<file path="config.mk">
export PLATFORM = sky130hd
export DESIGN_NAME = c2d_fifo
export DESIGN_NICKNAME = d
export VERILOG_FILES = /design/src/sv/c2d_fifo.sv
export SDC_FILE = /design/constraint.sdc
export NUM_CORES = 1
export LEC_CHECK = 0
export ABC_AREA = 0
export ABC_CLOCK_PERIOD_IN_PS = 1360
export BUFFER_PORTS_ARGS = -buffer_cell sky130_fd_sc_hd__buf_2
export CORE_MARGIN = 2
export CORE_UTILIZATION = 40
export DETAILED_ROUTE_END_ITERATION = 10
export GPL_TIMING_DRIVEN = 0
export PLACE_DENSITY_LB_ADDON = 0.12
export SYNTH_ARGS = -nofsm -noshare
export SYNTH_HDL_FRONTEND = slang
export SYNTH_SLANG_ARGS = --single-unit
</file>
<file path="constraint.sdc">
create_clock -name i_clk -period 1.36 [get_ports i_clk]
set_input_delay 0 -clock i_clk [delete_from_list [all_inputs] [get_ports i_clk]]
set_output_delay 0 -clock i_clk [all_outputs]
set_load 0.01 [all_outputs]
</file>
<file path="src/sv/c2d_fifo.sv">
// small synchronous fifo with occupancy count, used between front and back and for results
// depends on nothing but its parameters
module c2d_fifo #(
    parameter int W     = 8,
    parameter int DEPTH = 4
) (
    input  logic                         i_clk,
    input  logic                         i_rst_n,
    input  logic                         i_push,
    input  logic [W-1:0]                 i_data,
    input  logic                         i_pop,
    output logic [W-1:0]                 o_data,
    output logic                         o_empty,
    output logic [$clog2(DEPTH+1)-1:0]   o_count
);

    localparam int PW = (DEPTH > 1) ? $clog2(DEPTH) : 1;
    localparam int CW = $clog2(DEPTH+1);

    logic [W-1:0]  r_mem [DEPTH];
    logic [PW-1:0] r_wr_ptr;
    logic [PW-1:0] r_rd_ptr;
    logic [CW-1:0] r_cnt;

    // pointer and count update
    always_ff @(posedge i_clk) begin
        if (!i_rst_n) begin
            r_wr_ptr <= '0;
            r_rd_ptr <= '0;
            r_cnt    <= '0;
        end else begin
            if (i_push) begin
                r_wr_ptr <= (r_wr_ptr == PW'(DEPTH-1)) ? '0 : r_wr_ptr + PW'(1);
            end
            if (i_pop) begin
                r_rd_ptr <= (r_rd_ptr == PW'(DEPTH-1)) ? '0 : r_rd_ptr + PW'(1);
            end
            if (i_push && !i_pop) begin
                r_cnt <= r_cnt + CW'(1);
            end else if (!i_push && i_pop) begin
                r_cnt <= r_cnt - CW'(1);
            end
        end
    end

    // storage
    always_ff @(posedge i_clk) begin
        if (i_push) begin
            r_mem[r_wr_ptr] <= i_data;
        end
    end

    assign o_data  = r_mem[r_rd_ptr];
    assign o_empty = (r_cnt == '0);
    assign o_count = r_cnt;

    // no beat pushed into a full fifo
    a_no_overflow: assert property (@(posedge i_clk) disable iff (!i_rst_n)
        !(i_push && !i_pop && r_cnt == CW'(DEPTH)))
        else $error("fifo overflow");

    // no beat popped from an empty fifo
    a_no_underflow: assert property (@(posedge i_clk) disable iff (!i_rst_n)
        !(i_pop && r_cnt == '0))
        else $error("fifo underflow");

    // count tracks pushes and pops
    a_count_track: assert property (@(posedge i_clk) disable iff (!i_rst_n)
        (i_push && !i_pop) |=> (r_cnt == $past(r_cnt) + CW'(1)))
        else $error("fifo count mismatch");

endmodule

</file>
Yosys cells after proc, flatten, opt, wreduce, memory -nomap -nowiden
Memory sizes are Yosys's and may differ from the RTL's. A register that Yosys moved wholly into a read port is not among the register bits.
Index checks and enable logic that the tools add are counted.
{ "totals": {"regBits": 7, "word_cells": 24, "output_inout_bits": 12, "memories": 1, "ram_bits": 32, "input_bits": 12} }
{ "op_classes": {"reduce_logical": 6, "add_sub_neg": 4, "eq_ne": 2, "mux": 8} }
{ "mem_list": {"columns": ["memory", "depth", "word_bits", "rd", "rd_ports_with_merged_regs", "wr", "line_no", "text"], "rows": [
  ["r_mem", 4, 8, 1, 1, 1, "20", "logic [W-1:0] r_mem [DEPTH];"]
]} }
{ "op_table": {"columns": ["op", "count"], "rows": [
  ["2-bit 2-to-1 mux", 4],
  ["3-bit 2-to-1 mux", 2],
  ["2-bit by 1-bit adder with 2-bit output (second input constant)", 2],
  ["2-bit equality test (second input constant)", 2],
  ["3-bit by 1-bit adder with 3-bit output (second input constant)", 1],
  ["3-bit zero test", 1],
  ["3-bit by 1-bit subtractor with 3-bit output (second input constant)", 1],
  ["1-bit logical AND", 2],
  ["1-bit zero test", 2],
  ["1-bit 2-to-1 mux", 2],
  ["2-bit nonzero test", 1]
]} }

Depth between registers and ports, before layout
Gate-level depths: netlist of run 1.
{ "logic_depth": {"depth_word": 4, "depth_mapped": 7, "depth_no_buf": 7} }

Worst setup path after synthesis of run 1
Ideal clock, no wire load.
{ "synth_path": {"path_kind": "reg-to-reg", "start": "register r_cnt[0], in the netlist o_count[0]", "end": "register r_cnt[2], in the netlist o_count[2]", "arrival_time_ns": 1.360, "stages_incl_launch_ff": 5, "path_buffers": 0, "path_slack_ns": -0.070, "period_less_slack_ns": 1.430, "required_ns": 1.290, "setup_time_ns": 0.070, "cell_sequence": "dfxtp_1 -> fa_1 -> xor2_1 -> or3_1 -> a21boi_1"} }
{ "synth_via": {"elab_chain_len": 3, "elab_cells_between_ends": 4, "cone_classes": "2 x add/sub; 2 x mux"} }
{ "synth_rtl": {"columns": ["element", "line_no", "text"], "rows": [
  ["from (decl)", "23", "logic [CW-1:0] r_cnt;"],
  ["from (signal assigned)", "39", "r_cnt <= r_cnt + CW'(1);"],
  ["from (signal assigned)", "41", "r_cnt <= r_cnt - CW'(1);"],
  ["3-bit by 1-bit subtractor with 3-bit output", "41", null],
  ["3-bit 2-to-1 mux", "40", "end else if (!i_push && i_pop) begin"],
  ["3-bit 2-to-1 mux *", "38", "if (i_push && !i_pop) begin"]
]} }
Mark *: on every way between the ends. The rest lies on a longest branch, timed or not. The select of a mux whose other input is x is not followed.
A chain may end at the register's enable or synchronous reset.

==> qor.yml, run 1 <==
status: "finished with violations"
violations: "negative setup slack"
io-pin-count: 24
die_w_um: 67.4
routabilityCongestion: 0.665
hp-class: "primary input to flip-flop"
setup_viol: 9
postLayoutCellArea_sq_mm: 0.00205
grt_pass1_vias: 867
fin_ws_ns: -0.0712
worstPathCellList: "buf_12 > mux4_2 > buf_6"
combPwrFrac: 0.140
vias: 831
period_share: 1.05
cp_slowest_cell: "mux4_2"
vias_per_cell: 4.75
cts_tree: "yes"
core_area_sq_mm: 0.00394
rsz0062_at_grt: "true"
worst_slew_pin_slew_ns: 0.246
p_total_mw: 2.79
dp.cells: 158
cts_sinks: 41
dp_slack_ns: -0.106
yosysSeqAreaShare: 0.710
layoutNonFillerInstCount: 175
cellPowerDensity_mw_per_mm2: 1360
grt_pass1_wl_mm: 4.22
slowest_delay_ns: 0.52
maxSlewViolCount: 0
switchingPower_uw: 606
fmax_ghz: 0.699
finalWirelength_mm: 2.61
clk_latency_ns: 0.29
hold_viol: 0
drt_iter0_drc: 51
syn_area_sq_mm: 0.00161
grt-ovfl-total: 0
synth_nets: 104
antenna_found_initial: 0
drc_errors: 0
fin_skew_ns: 0.00423
grt_util_all_layers: 0.137
htreeDepth: 2
dp_hpwl_mm: 1.75
syn_avg_cell_area_sq_um: 18.9
cts_root_buf: "clkbuf_8"
drive_gt1_frac: 0.400
startpoint_type: "flip-flop"
drtAntennaViolNets: 0
peakVddDrop_uv: 700
cts_buffers: 5
fp.dieArea_sq_mm: 0.00454
area_delta_synth_final_pct: 27.5
fillers: 324
swShare: 0.217
grt_max_degree: 14
whs_ns: 0.00922
maxCapViolations: 0
rows: 23
antenna_cells: 0
internal_power_mw: 2.18
crit_buf_inv: 2
drtPass1Iterations: 4
ctsLongestPathBuffers: 2
port-buffer-count: 23
synth_warnings: 0
clk_pin_slew_ns: 0.08
arrival_ns: 1.43
final_util: 0.520
crit_fanout: 8
synthCells: 85
ys_ff_latch: 41
power.share.sequential: 0.525
worstPathRequired_ns: 1.36
period_needed_ns: 1.43
placed_cell_area_sq_mm: 0.00179
cp-end-kind: "primary output"
critPathKind: "flip-flop to primary output"
wl_per_cell_um: 14.9
path_delay_family: "multiplexers"
fin_nets: 143
power.share.clock: 0.335
fin_setup_tns_ns: -0.495
fp.dieH_um: 67.4
start_util: 0.408
yosysUniqueCellTypes: 19
slew_headroom: 0.836
leakage_nw: 0.760
timing repair:
action,4_1_cts,5_1_grt
resized for setup,9,7
setup endpoints to repair,22,17
hold buffers,8,0
pin swaps,1,2
setup buffers,1,0
endpoints found under the hold margin,32,0
gates cloned,0,0
registers in the layout (all words and copies together), names as in the netlist, named ones only:
signal    count
r_wr_ptr      2
r_mem        32
r_rd_ptr      2
o_count       3
worst register-to-register path: stages, from the launching register on:
cell and delay [ns]:
dfxtp_2 0.35, fa_2 0.37, xor2_2 0.15, or3_1 0.31
a21boi_1 0.14
power groups by stage:
stage	clock [mW]	sequential (mW)	combinational, mW
after floorplan	0	1.49	0.196
after global placement	0	1.49	0.315
after detailed placement	0	1.49	0.325
after CTS	0.964	1.46	0.370
after global routing	1.01	1.47	0.432
final	0.934	1.46	0.391
routing by layer:
| layer | up-vias | share of wire | GRT usage | wire [um] |
|---|---|---|---|---|
| met5 | - | 0 | 0 | 0 |
| met4 | 0 | 0.024 | 0.0765 | 63 |
| met3 | 6 | 0.047 | 0.0467 | 123 |
| met2 | 19 | 0.48 | 0.204 | 1240 |
| met1 | 407 | 0.45 | 0.174 | 1180 |
| li1 | 399 | - | - | - |
layout make-up:
class                           instances  area, sq um  share of cell area
Timing Repair Buffer                   32          240               0.117
Inverter                                4         15.0             0.00732
Clock inverter                          3         41.3              0.0201
Tap cell                               50         62.6              0.0305
Sequential cell                        41         1150               0.559
Buffer                                  2         25.0              0.0122
Multi-Input combinational cell         38          450               0.220
Clock buffer                            5         68.8              0.0336
kinds of logic (layout without fill, tap and decap cells):
kind of cell | Yosys count | in the layout | share of synthesized area
AOI/OAI and AO/OA | 3 | 3 | 0.0125
xor gates and xnor gates | 2 | 2 | 0.0109
adders and majority gates | 7 | 7 | 0.0591
buffers and inverters | 6 | 46 | 0.0194
DFF | 41 | 41 | 0.710
muxes | 12 | 12 | 0.137
and+or+nand+nor | 14 | 14 | 0.0514
path summary, 6_finish.rpt:
| path | startpoint | to | slack, ns | depth (start not counted) |
|---|---|---|---|---|
| min | i_rst_n | o_count[0] | 0.009 | 2 |
| max reg2reg | o_count[1] | o_count[2] | -0.02 | 4 |
| min reg2reg | o_count[2] | o_count[2] | 0.51 | 2 |
| max | flip-flop | o_data[1] | -0.07 | 3 |
cell usage after synthesis, drive strengths merged:
| master | count | area share |
|---|---|---|
| mux4 | 8 | 0.11 |
| ha | 6 | 0.047 |
| xnor2 | 1 | 0.0054 |
| inv | 4 | 0.0093 |
| or3 | 1 | 0.0039 |
| o21a | 1 | 0.0047 |
| and2 | 5 | 0.019 |
| nor2 | 1 | 0.0023 |
| mux2i | 4 | 0.025 |
| edfxtp | 32 | 0.60 |
| a21boi | 1 | 0.0047 |
| fa | 1 | 0.012 |
| o21ai | 1 | 0.0031 |
| clkbuf | 1 | 0.0031 |
| nor3 | 2 | 0.0062 |
| dfxtp | 9 | 0.11 |
| buf | 1 | 0.0070 |
| xor2 | 1 | 0.0054 |
| nor2b | 5 | 0.019 |
cell usage in the layout, fill, tap and decap left out, types with 4 or more instances in the layout:
cell type      count
buf_6              6
inv_1              4
ha_1               6
and2_2             4
nor2b_1            5
mux4_2             8
clkbuf_8           5
edfxtp_1          32
dfxtp_1            6
dlygate4sd3_1      8
buf_2             17
mux2i_1            4
No activity file was read; power rests on OpenSTA's default activity.
==> run 2: changes to the inputs <==
Settings changed: ABC_AREA 0 to 1, TNS_END_PERCENT from default to 100.
==> run 2 against run 1 <==
Against the previous run:
- the flow now finishes without violations
- sequential cell count unchanged
- power shrank 6.5%
- clock skew increased by 0.0026 ns
- register-to-register slack better by 0.13 ns
- largest power group unchanged
- global-route usage is 0.71 points higher
==> qor.yml, run 2 <==
status: "finished clean"
worst_slew_pin_slew_ns: 0.377  # +0.132 ns
ctsLongestPathBuffers: 2  # unchanged
internal_power_mw: 1.99  # -8.6%
rsz0062_at_grt: "false"
reg2reg_to: "o_count[2]"
cellPowerDensity_mw_per_mm2: 1270  # -6.3%
antenna_found_initial: 0  # unchanged
fmax_ghz: 0.781  # +12%
port-buffer-count: 23  # unchanged
ys_async_sr_fraction: 0  # unchanged
drive_gt1_frac: 0.240  # -0.160
power.share.sequential: 0.564  # +0.039
ys_ff_latch: 41  # unchanged
most-common-layout-cells: "edfxtp_1 (32), buf_2 (23), nor2_1 (22), o21ai_0 (15), inv_1 (13)"
synthCells: 134  # +58%
io-pin-count: 24  # unchanged
cp-end-kind: "primary output"
fin_nets: 193  # +35%
clk_latency_ns: 0.29  # about the same
period_share: 0.941  # -0.111
crit_fanout: 8  # unchanged
grt_max_degree: 13  # -1
critPathKind: "flip-flop to primary output"
synth_top_area_share: 0.584  # -0.0141
area_delta_synth_final_pct: 24.2
yosys-top-cells-count: "edfxtp_1 (32), nor2_1 (22), inv_1 (15), o21ai_0 (15), dfxtp_1 (9)"
final_common_cell: "edfxtp_1"
cts_tree: "yes"
htreeDepth: 2  # unchanged
leakage_nw: 0.823  # +8.3%
peakVddDrop_uv: 575  # -18%
arrival_ns: 1.28  # -0.15 ns
period_needed_ns: 1.28  # -0.151 ns
cts_sinks: 41  # unchanged
cts_buffers: 5  # unchanged
fp.dieH_um: 68.2  # +1.1%
fin_skew_ns: 0.00687  # +0.00264 ns
grt_pass1_vias: 966  # +11%
yosysSeqAreaShare: 0.693  # -0.0167
syn_avg_cell_area_sq_um: 12.3  # -35%
drtPass1Iterations: 4  # unchanged
startpoint_type: "flip-flop"
maxSlewViolCount: 0  # unchanged
grt-ovfl-total: 0  # unchanged
grt_util_all_layers: 0.144  # +0.00709
vias_per_cell: 4.82  # +1.6%
min_from: "i_pop"
antenna_cells: 0  # unchanged
syn_area_sq_mm: 0.00165  # +2.4%
switchingPower_uw: 611  # +0.72%
maxCapViolations: 0  # unchanged
rrSetupSlack_ns: 0.11  # +0.13 ns
start_util: 0.415  # +0.00681
yosysUniqueCellTypes: 19  # unchanged
wl_per_cell_um: 13.2  # -12%
setup_viol: 0  # -9
combPwrFrac: 0.138  # -0.002
vias: 1085  # +31%
clk_pin_slew_ns: 0.07  # about the same
cts_root_buf: "clkbuf_8"
yosys.area.top_type: "edfxtp_1"
synth_edf_count: 32  # unchanged
drc_errors: 0  # unchanged
grt_pass1_wl_mm: 4.57  # +8.4%
worstPathRequired_ns: 1.36  # about the same
finalWirelength_mm: 2.97  # +14%
regMostFlops: "r_mem"
drtAntennaViolNets: 0  # unchanged
rr_startpoint: "o_count[0]"
synth_nets: 153  # +47%
final_util: 0.515  # -0.00503
dp_hpwl_mm: 1.98  # +13%
reg2reg_depth: 7  # +3
synth_warnings: 0  # unchanged
synth_top_flop_cell: "edfxtp_1"
power.share.clock: 0.298  # -0.037
fin_setup_tns_ns: 0  # +0.495 ns
slew_headroom: 0.748  # -0.0880
yosysMostFrequentCell: "edfxtp_1"
core_area_sq_mm: 0.00397  # +0.73%
min_path_cells: 4  # +2
hp-class: "primary input to flip-flop"
fp.dieArea_sq_mm: 0.00465  # +2.3%
post_cts_buffers: 0  # -1
hold_viol: 0  # unchanged
routabilityCongestion: 0.751  # +13%
swShare: 0.234  # +0.0169
drt_iter0_drc: 55  # +7.8%
rows: 23  # unchanged
largest_reg_flops: 32  # unchanged
die_w_um: 68.2  # +1.1%
synth.area.top_cells: "edfxtp_1 (58%), dfxtp_1 (11%), nor2_1 (5.0%)"
run 2: changes by cell type in the layout (fill, tap and decap cells not counted), moves of 4 or more:
| cell | before | now |
|---|---|---|
| mux2i_1 | 4 | 0 |
| buf_2 | 17 | 23 |
| o22ai_1 | 0 | 8 |
| and2_2 | 4 | 0 |
| buf_6 | 6 | 1 |
| nand2_1 | 0 | 8 |
| o21ai_0 | 1 | 15 |
| nor2_1 | 1 | 22 |
| mux4_2 | 8 | 0 |
| nor2b_1 | 5 | 0 |
| inv_1 | 4 | 13 |
run 2: critical path: stages (launching register included):
cell and delay [ns]:
dfxtp_4 0.38, inv_4 0.12, buf_8 0.13, nor2_2 0.03, o22ai_1 0.17, buf_2 0.16
run 2: worst max-delay path by stage:
stage | start | depth (start not counted) | to | slack (ns)
after detailed placement | r_wr_ptr[0] | 3 | r_mem[3][4] | 0.07
after global placement | r_wr_ptr[0] | 4 | r_mem[0][0] | 0.09
after global routing | flip-flop | 5 | o_data[3] | 0.005
after floorplan | o_count[0] | 7 | o_count[2] | 0.17
final | flip-flop | 5 | o_data[3] | 0.08
after CTS | flip-flop | 5 | o_data[7] | 0.01
run 2: metal layers:
metal	GRT usage	part of all wire
met5	0	0
met4	0.0675	0.018
met3	0.0444	0.043
met2	0.245	0.50
met1	0.164	0.44
run 2: cell families after synthesis:
logic type,count (synthesis),share of synthesized area
AOI/OAI and AO/OA,30,0.102
xor gates and xnor gates,1,0.00532
adders and majority gates,7,0.0578
buffers and inverters,18,0.0501
DFF,41,0.693
and+or+nand+nor,37,0.0919
run 2: area by class of cell:
class | instances | area [sq um]
Clock buffer | 8 | 90.1
Fill cell | 362 | 1930
Tap cell | 50 | 62.6
Buffer | 2 | 26.3
Timing Repair Buffer | 33 | 230
Sequential cell | 41 | 1150
Multi-Input combinational cell | 75 | 423
Inverter | 16 | 66.3
run 2: timing repair:
action,4_1_cts,5_1_grt
gates cloned,0,1
gates resized for setup,4,4
hold buffers,9,0
endpoints found under the setup margin,8,26
endpoints found under the hold margin,34,0
pin swaps,0,0
run 2: per-stage QoR:
stage	setup slack [ns]	hold WS (ns)	instance area, sq um	std cells	power (mW)
after floorplan	0.175	0.0989	1650	134	1.69
after global placement	0.0852	0.210	1820	207	1.82
after detailed placement	0.0730	0.217	1820	207	1.83
after CTS	0.0121	0.0573	2010	224	2.62
after global routing	0.00508	0.101	2050	225	2.75
final	0.0796	0.0575	2050	225	2.61
run 2: power by group through the flow:
stage | clock (mW) | sequential, mW | combinational, mW
5_1_grt | 0.864 | 1.48 | 0.406
6_report | 0.775 | 1.47 | 0.361
3_3_place_gp | 0 | 1.49 | 0.323
2_1_floorplan | 0 | 1.49 | 0.197
3_5_place_dp | 0 | 1.50 | 0.331
4_1_cts | 0.800 | 1.47 | 0.353
==> run 3: changes to the inputs <==
Settings changed: CELL_PAD_IN_SITES_DETAIL_PLACEMENT from default to 1, CELL_PAD_IN_SITES_GLOBAL_PLACEMENT from default to 2, CORE_UTILIZATION 40 to 33.
==> run 3 against run 2 <==
Against the previous run:
- critical path depth fell by 1
- largest cell class unchanged
- final cell count rose by 9.3%
- setup slack improved by 0.0078 ns
- core utilization down 7.5 points
- first-iteration DRC count fell by 38%
- sequential share of layout area is 1.0 points lower
==> qor.yml, run 3 (synthesis results as in run 2) <==
status: "finished clean"
cp-end-kind: "flip-flop"
grt_pass1_vias: 1162  # +20%
rows: 25  # +8.7%
die_w_um: 74.6  # +9.5%
wl_per_cell_um: 14.5  # +9.7%
cts_buffers: 5  # unchanged
start_util: 0.346  # -0.0683
rsz0062_at_grt: "false"
rrSetupSlack_ns: 0.09  # -0.02 ns
finalWirelength_mm: 3.56  # +20%
crit_fanout: 8  # unchanged
most-common-layout-cells: "edfxtp_1 (32), buf_2 (23), nor2_1 (22), o21ai_0 (15), inv_1 (12)"
vias: 1121  # +3.3%
setup_viol: 0  # unchanged
cts_root_buf: "clkbuf_8"
layoutNonFillerInstCount: 246  # +9.3%
grt-ovfl-total: 0  # unchanged
io-pin-count: 24  # unchanged
maxSlewViolCount: 0  # unchanged
area_delta_synth_final_pct: 27.0
final_common_cell: "edfxtp_1"
cts_sinks: 41  # unchanged
fmax_ghz: 0.786  # +0.61%
min_path_cells: 3  # -1
grt_pass1_wl_mm: 5.66  # +24%
clk_latency_ns: 0.29  # about the same
startpoint_type: "flip-flop"
antenna_cells: 0  # unchanged
period_needed_ns: 1.27  # -0.00782 ns
drtAntennaViolNets: 0  # unchanged
slew_headroom: 0.743  # -0.00566
antenna_found_initial: 0  # unchanged
reg2reg_depth: 4  # -3
htreeDepth: 2  # unchanged
largest_reg_flops: 32  # unchanged
final_util: 0.440  # -0.0754
period_share: 0.936  # -0.00575
fp.dieArea_sq_mm: 0.00557  # +20%
drtPass1Iterations: 4  # unchanged
leakage_nw: 0.824  # +0.19%
regMostFlops: "r_mem"
dp.cells: 224  # +8.2%
arrival_ns: 1.22  # -0.06 ns
drt_iter0_drc: 34  # -38%
core_area_sq_mm: 0.00475  # +20%
fin_setup_tns_ns: 0  # unchanged
cellPowerDensity_mw_per_mm2: 1250  # -2.1%
min_from: "i_pop"
dp_hpwl_mm: 2.42  # +22%
fp.dieH_um: 74.6  # +9.5%
worstPathRequired_ns: 1.30  # -0.06 ns
grt_util_all_layers: 0.140  # -0.00363
hp-class: "primary input to flip-flop"
hold_viol: 0  # unchanged
fin_skew_ns: 0.00809  # +0.00122 ns
drc_errors: 0  # unchanged
fin_nets: 197  # +2.1%
peakVddDrop_uv: 548  # -4.7%
critPathKind: "flip-flop to flip-flop"
routabilityCongestion: 0.674  # -10%
drive_gt1_frac: 0.274  # +0.0337
startpoint: "r_wr_ptr[1]"
worst_slew_pin_slew_ns: 0.386  # +0.00848 ns
vias_per_cell: 4.56  # -5.5%
maxCapViolations: 0  # unchanged
cts_tree: "yes"
ctsLongestPathBuffers: 2  # unchanged
grt_max_degree: 13  # unchanged
clk_pin_slew_ns: 0.07  # about the same
rr_startpoint: "r_wr_ptr[1]"
port-buffer-count: 23  # unchanged
## run 3: worst paths after layout
check	end
setup / recovery	r_mem[1][7]
hold / removal	r_rd_ptr[1]
setup reg to reg	r_mem[1][7]
hold reg to reg	r_wr_ptr[1]
## run 3: per-layer routing
| layer | GRT usage | vias up | share of wire |
|---|---|---|---|
| met1 | 0.160 | 543 | 0.43 |
| met4 | 0.0536 | 0 | 0.0070 |
| met5 | 0 | - | 0 |
| met2 | 0.257 | 22 | 0.53 |
| li1 | - | 554 | - |
| met3 | 0.0281 | 2 | 0.026 |
## run 3: area by class of cell
cell class	count	area (sq um)
buffer	2	31.3
tap	67	83.8
clock inverter	2	10.0
timing repair buffer	37	243
clock buffer	6	72.6
inverter	16	76.3
fill	536	2660
sequential	41	1150
multi-input combinational	75	423
## run 3: stage by stage
stage          power, mW  cell area, sq um  hold WS [ns]  setup slack [ns]
2_1_floorplan       1.69              1650        0.0989             0.175
3_3_place_gp        1.82              1850         0.210            0.0399
3_5_place_dp        1.84              1850         0.216            0.0147
4_1_cts             2.62              2040        0.0251           0.00989
5_1_grt             2.72              2090        0.0523           0.00841
6_report            2.61              2090        0.0216            0.0875
## run 3: what timing repair did
action / 4_1_cts / 5_1_grt
hold buffers: 9 / 0
hold endpoints to repair: 33 / 0
setup endpoints to repair: 8 / 27
setup buffers: 0 / 5
gates resized for setup: 8 / 5
## run 3: power breakdown
part	internal, mW	switching [mW]	total (mW)
logic	0.169	0.218	0.386
clock network	0.356	0.399	0.755
registers	1.42	0.0441	1.47
## run 3: worst max-delay path, stage by stage, from the launching register on
cell	delay [ns]
dfxtp_1	0.33
inv_1	0.10
ha_1	0.16
nand2_1	0.05
inv_1	0.30
